<file path="src/rtl/mtbr_pkg.sv">
// Shared constants, sequencer state type and tempering function for the
// bounded Mersenne Twister generator. No dependencies.
package mtbr_pkg;

    localparam int STATE_WORDS   = 624;
    localparam int TWIST_OFFSET  = 397;
    localparam int MAX_RUN_DEF   = 64;
    localparam int TRY_LIMIT     = 1024;
    localparam int ADDR_W        = 10;
    localparam int TRY_W         = 11;

    localparam logic [31:0] DEFAULT_SEED = 32'd4357;
    localparam logic [31:0] CEIL_RESET   = 32'd2147483647;
    localparam logic [12:0] SEED_MULT    = 13'd6069;
    localparam logic [31:0] TWIST_MATRIX = 32'h9908B0DF;
    localparam logic [31:0] TEMPER_B     = 32'h9D2C5680;
    localparam logic [31:0] TEMPER_C     = 32'hEFC60000;

    localparam logic [ADDR_W-1:0] LAST_WORD = ADDR_W'(STATE_WORDS - 1);
    localparam logic [ADDR_W-1:0] END_POS   = ADDR_W'(STATE_WORDS);
    localparam logic [ADDR_W-1:0] RESET_POS = ADDR_W'(STATE_WORDS + 1);

    localparam logic CFG_SEED = 1'b0;
    localparam logic CFG_CEIL = 1'b1;
    localparam logic CMD_RESEED = 1'b0;

    typedef enum logic [3:0] {
        ST_IDLE,
        ST_SEED,
        ST_THRESH,
        ST_FETCH,
        ST_TW_K,
        ST_TW_N,
        ST_TW_F,
        ST_TW_W,
        ST_RD,
        ST_CHECK,
        ST_REDUCE,
        ST_OUT
    } t_state;

    function automatic logic [31:0] temper(input logic [31:0] x);
        logic [31:0] y;
        y = x ^ (x >> 11);
        y = y ^ ((y << 7) & TEMPER_B);
        y = y ^ ((y << 15) & TEMPER_C);
        y = y ^ (y >> 18);
        return y;
    endfunction

endpackage

</file>
<file path="src/rtl/mtbr_divider.sv">
// Iterative 32-bit remainder unit, one quotient bit per cycle.
// Depends on mtbr_pkg for nothing but house consistency of style.
module mtbr_divider
    import mtbr_pkg::*;
(
    input  logic        i_clk,
    input  logic        i_rst_n,
    input  logic        i_start,
    input  logic [31:0] i_dividend,
    input  logic [31:0] i_divisor,
    output logic        o_done,
    output logic [31:0] o_remainder
);

    logic        r_busy, n_busy;
    logic        r_done, n_done;
    logic [4:0]  r_cnt, n_cnt;
    logic [31:0] r_rem, n_rem;
    logic [31:0] r_num, n_num;
    logic [31:0] r_div, n_div;
    logic [32:0] trial;

    always_comb begin
        n_busy = r_busy;
        n_done = 1'b0;
        n_cnt  = r_cnt;
        n_rem  = r_rem;
        n_num  = r_num;
        n_div  = r_div;
        trial  = {r_rem, r_num[31]};
        if (i_start) begin
            n_busy = 1'b1;
            n_cnt  = '0;
            n_rem  = '0;
            n_num  = i_dividend;
            n_div  = i_divisor;
        end else if (r_busy) begin
            // restoring step: shift in next dividend bit, subtract if it fits
            if (trial >= {1'b0, r_div}) begin
                n_rem = 32'(trial - {1'b0, r_div});
            end else begin
                n_rem = trial[31:0];
            end
            n_num = r_num << 1;
            n_cnt = r_cnt + 5'd1;
            if (r_cnt == 5'd31) begin
                n_busy = 1'b0;
                n_done = 1'b1;
            end
        end
    end

    always_ff @(posedge i_clk) begin
        if (!i_rst_n) begin
            r_busy <= 1'b0;
            r_done <= 1'b0;
            r_cnt  <= '0;
        end else begin
            r_busy <= n_busy;
            r_done <= n_done;
            r_cnt  <= n_cnt;
        end
        r_rem <= n_rem;
        r_num <= n_num;
        r_div <= n_div;
    end

    assign o_done      = r_done;
    assign o_remainder = r_rem;

    a_rem_below_div: assert property (@(posedge i_clk) disable iff (!i_rst_n)
        o_done |-> (o_remainder < r_div))
        else $error("remainder not below divisor");

    a_done_ends_busy: assert property (@(posedge i_clk) disable iff (!i_rst_n)
        o_done |-> !r_busy)
        else $error("done while still busy");

endmodule

</file>
<file path="config.mk">
export PLATFORM = sky130hd
export DESIGN_NAME = mtbr_divider
export DESIGN_NICKNAME = d
export VERILOG_FILES = /design/src/rtl/mtbr_pkg.sv /design/src/rtl/mtbr_divider.sv
export SDC_FILE = /design/constraint.sdc
export NUM_CORES = 1
export LEC_CHECK = 0
export BUFFER_PORTS_ARGS = -buffer_cell sky130_fd_sc_hd__buf_2
export CAP_MARGIN = 15
export CORE_MARGIN = 5
export CORE_UTILIZATION = 30
export CTS_BUF_LIST = sky130_fd_sc_hd__clkbuf_2 sky130_fd_sc_hd__clkbuf_4 sky130_fd_sc_hd__clkbuf_8
export DETAILED_ROUTE_END_ITERATION = 6
export PLACE_DENSITY = 0.54
export SLEW_MARGIN = 25
export SYNTH_ARGS = -nofsm -noshare
export SYNTH_HDL_FRONTEND = slang
export SYNTH_SLANG_ARGS = --single-unit
</file>
<file path="constraint.sdc">
create_clock -name i_clk -period 3.68 [get_ports i_clk]
set_input_delay 0.184 -clock i_clk [delete_from_list [all_inputs] [get_ports i_clk]]
set_output_delay 0.184 -clock i_clk [all_outputs]
set_load 0.005 [all_outputs]
</file>
==> run summary <==
CLOCK NETWORK
-------------------------------------------------------------------------------------------
Insertion delay of the later-clocked pin in the worst-skew pair                     0.41 ns
PostCTS Resize Cnt                                                                        0
Maximum clock insertion buffer count                                                      2
Clock-pin slew of the registers on the worst-case setup and hold paths              0.14 ns
Clock sink total                                                                        103
Cts bufs inserted                                                                         9
H-tree level count                                                                        3
Clock Tree Root                                                                sky130_fd_sc_hd__clkbuf_8
CTS tree                                                                               done

CRITICAL PATH
-------------------------------------------------------------------------------------------
Minimum setup slack among reg-to-reg paths                                          0.66 ns
Cell type of the slowest stage on the worst timing path                        sky130_fd_sc_hd__fa_1
Critical Setup Path Class                                                        reg -> reg
Count of buffering cells on the critical path with inverters included                     2
Delay-heaviest family, CP                                                      compound AO/OA/AOI/OAI gates
Element type at the critical path end                                                  flop
R2r endpoint                                                                   o_remainder[30]
Top fanout value on the critical path                                                     4
Required @ worst endpoint                                                           4.00 ns
Startpoint type of the worst setup path                                                flop
Largest stage delay, worst path                                                     0.41 ns
Critical path data arrival time                                                     3.34 ns
Cells traversed along the worst timing path                                    inv_1 > ha_1 > inv_1 > fa_1 > a21oi_2 > o21ai_2 > a21oi_2 > o31a_1 > o32a_1 > o31a_1 > mux2i_1 > o21ai_1 > a311oi_2
Launching point of the worst reg2reg path                                         r_num[31]
Worst R2R Path Depth                                                                     13

TIMING
-------------------------------------------------------------------------------------------
Min Tclk post-route                                                                 3.02 ns
Setup_tns                                                                              0 ns
Number of max-slew violations in the final report                                         0
Setup Skew                                                                        0.0314 ns
Endpoints failing setup                                                                   0
Relative slew slack                                                                   45.4%
Smallest hold slack                                                               0.0436 ns
Worst-margin pin slew                                                              0.819 ns
Unrepaired setup endpoints after global routing                                          no
Final Hold Vio Count                                                                      0
Achievable clock frequency                                                        0.331 GHz
Final period util                                                                     82.1%

SYNTHESIS
-------------------------------------------------------------------------------------------
Yosys warning count                                                                       0
Number of flops mapped to enable cells by yosys                                          64
Syn Std Cell Area                                                                  5860 um2
Unique masters post-synth                                                                56
Net count after synthesis                                                               686
Fraction of the yosys area taken by sequential cells                                  46.1%
Mean cell area of the mapped netlist                                               10.0 um2
Most used flip-flop cell after synthesis                                       sky130_fd_sc_hd__edfxtp_1
Register bit total from synthesis                                                       103
Fraction of registers with async set or reset after synthesis                            0%
Syn Inst Count                                                                          584

HOLD PATH
-------------------------------------------------------------------------------------------
Capture endpoint of the worst hold path                                            r_num[0]
Hold Path Origin                                                               i_dividend[0]
Worst min-delay path class                                                        in -> reg
Instance count along the most critical hold path                                          2

FINISH
-------------------------------------------------------------------------------------------
Highest-count cells in the layout ignoring fill and taps                       98 x sky130_fd_sc_hd__buf_2, 76 x sky130_fd_sc_hd__nand2_1, 64 x sky130_fd_sc_hd__edfxtp_1, 45 x sky130_fd_sc_hd__nor2_1, 42 x sky130_fd_sc_hd__inv_1
Number of diodes added for antenna fixing                                                 0
Fraction of layout instances using a drive strength above 1                           23.5%
Net count, final                                                                        808
Most common cell after layout, fill and taps aside                             sky130_fd_sc_hd__buf_2
Count of placed standard cells in the final layout, fillers left out                    976
End-of-flow core utilization                                                          36.9%
Area added between synthesis and finish                                               21.8%

DIE
-------------------------------------------------------------------------------------------
Area of the die                                                                   22400 um2
Initial core utilization                                                              30.3%
Height of the die                                                                    150 um
FP Rows                                                                                  51
Core Box Area                                                                     19300 um2
Die extent in x                                                                      150 um
I/O pin count                                                                           100

GRT
-------------------------------------------------------------------------------------------
Pin count of the biggest net entering global routing                                     42
Via count of the first global-routing pass                                             4500
Total global routing track utilization                                                12.4%
First-pass GRT wire length                                                         22400 um
Overall overflow remaining after global route                                             0
Number of antenna violations at the first check in global routing                         0

DRT
-------------------------------------------------------------------------------------------
Number of design-rule violations left by the first detailed-router iteration            181
Per-cell via count in the routed design                                                4.72
Remaining design rule violation count                                                     0
Remaining antenna violation count                                                         0
Total number of vias                                                                   4607
Drt first pass iters                                                                      4
Final Routed Wirelength                                                            13700 um
Detailed-route wire length per cell                                                 14.1 um

PLACE
-------------------------------------------------------------------------------------------
Number of buffers added on ports                                                         99
Number of placed instances with taps included                                           927
Dpl hpwl                                                                            9970 um
Placer's final routability congestion estimate                                        0.800

RUN STATUS
-------------------------------------------------------------------------------------------
Run status                                                                     complete, no violations

POWER AND IR DROP
-------------------------------------------------------------------------------------------
Power density over cell area                                                     417 nW/um2
Total leakage power                                                                 3.02 nW
Maximum vdd drop                                                                   0.225 mV

JOB
-------------------------------------------------------------------------------------------
Reported max-cap violation count                                                          0

-- metal layers --
layer	GRT usage, %	routed length (um)
met1	15.9	6550
met2	19.7	6100
met3	4.30	926
met4	3.57	171
met5	0	0
-- power breakdown --
part           leakage, nW  internal, mW  total, mW  switching [mW]
clock network        0.108         0.280      0.757           0.478
logic                 1.95         0.356      0.820           0.464
registers            0.957          1.34       1.40          0.0619
total                 3.02          1.97       2.98            1.00
-- logic make-up after synthesis --
logic type	after synthesis	synth area share, %
simple gates	171	12.9
compound gates	141	17.1
flops	103	46.1
buf+inv	69	5.04
mux	38	7.15
fa+ha+maj	35	7.60
xor+xnor	27	4.03
-- synth_stat cells, types with 4 or more instances --
cell | number | share of area, %
sky130_fd_sc_hd__nand2_1 | 76 | 4.9
sky130_fd_sc_hd__edfxtp_1 | 64 | 33
sky130_fd_sc_hd__nor2_1 | 45 | 2.9
sky130_fd_sc_hd__inv_1 | 42 | 2.7
sky130_fd_sc_hd__dfxtp_1 | 39 | 13
sky130_fd_sc_hd__a21oi_1 | 38 | 3.2
sky130_fd_sc_hd__ha_1 | 34 | 7.3
sky130_fd_sc_hd__mux2_2 | 31 | 6.0
sky130_fd_sc_hd__a311oi_1 | 22 | 3.3
sky130_fd_sc_hd__o21ai_0 | 16 | 1.4
sky130_fd_sc_hd__xor2_1 | 14 | 2.1
sky130_fd_sc_hd__xnor2_1 | 13 | 1.9
sky130_fd_sc_hd__a21o_1 | 12 | 1.5
sky130_fd_sc_hd__clkbuf_1 | 12 | 0.77
sky130_fd_sc_hd__nand3_1 | 10 | 0.85
sky130_fd_sc_hd__buf_2 | 8 | 0.68
sky130_fd_sc_hd__nand4_1 | 8 | 0.85
sky130_fd_sc_hd__a211oi_1 | 7 | 0.90
sky130_fd_sc_hd__mux2i_1 | 7 | 1.2
sky130_fd_sc_hd__nand2b_1 | 7 | 0.75
sky130_fd_sc_hd__o21a_1 | 7 | 0.90
sky130_fd_sc_hd__o21bai_1 | 7 | 0.90
sky130_fd_sc_hd__nor2b_1 | 6 | 0.64
sky130_fd_sc_hd__a31oi_1 | 4 | 0.43
sky130_fd_sc_hd__and3_1 | 4 | 0.43
sky130_fd_sc_hd__o211ai_1 | 4 | 0.51
sky130_fd_sc_hd__or3_1 | 4 | 0.43
-- worst max-delay path by stage --
stage                              start              end  slack (ns)  depth (start not counted)
after floorplan                r_num[31]  o_remainder[28]        1.03                         13
after global placement         r_num[31]  o_remainder[30]        0.66                         13
after detailed placement       r_num[31]  o_remainder[30]        0.66                         13
after CTS                      r_num[31]  o_remainder[30]        0.63                         13
after global routing      o_remainder[7]  o_remainder[12]        0.35                         11
final                          r_num[31]  o_remainder[30]        0.66                         13
-- state kept, by name, summed over array words and instances, names as in the netlist --
name	count
r_num	32
o_done	1
r_busy	1
r_div	32
r_cnt	5
o_remainder	32
-- what timing repair did --
| item | CTS | global route |
|---|---|---|
| hold buffers | 33 | 0 |
| buffers inserted | 0 | 0 |
| endpoints found under the hold margin | 33 | 0 |
-- worst reg2reg max path, stage by stage, from the launching register on --
cell                       delay, ns
sky130_fd_sc_hd__edfxtp_1       0.40
sky130_fd_sc_hd__inv_1          0.07
sky130_fd_sc_hd__ha_1           0.15
sky130_fd_sc_hd__inv_1          0.05
sky130_fd_sc_hd__fa_1           0.41
sky130_fd_sc_hd__a21oi_2        0.20
sky130_fd_sc_hd__o21ai_2        0.08
sky130_fd_sc_hd__a21oi_2        0.23
sky130_fd_sc_hd__o31a_1         0.27
sky130_fd_sc_hd__o32a_1         0.24
sky130_fd_sc_hd__o31a_1         0.25
sky130_fd_sc_hd__mux2i_1        0.24
sky130_fd_sc_hd__o21ai_1        0.11
sky130_fd_sc_hd__a311oi_2       0.24
-- area by class of cell --
| type | instances | area [um2] |
|---|---|---|
| Fill cell | 1993 | 12200 |
| Multi-Input combinational cell | 412 | 2860 |
| Sequential cell | 103 | 2700 |
| Timing Repair Buffer | 137 | 866 |
| Tap cell | 265 | 332 |
| Inverter | 43 | 161 |
| Clock buffer | 9 | 124 |
| Clock inverter | 7 | 91.3 |
-- stage by stage --
| stage | worst slack (ns) | area, um2 | total power, mW |
|---|---|---|---|
| global route | 0.348 | 7140 | 3.17 |
| CTS | 0.625 | 7140 | 3.04 |
| global placement | 0.664 | 6600 | 2.23 |
| finish | 0.658 | 7140 | 2.98 |
| detailed placement | 0.656 | 6600 | 2.23 |
| floorplan | 1.03 | 5860 | 2.01 |
Power figures use the tool's default switching activity.
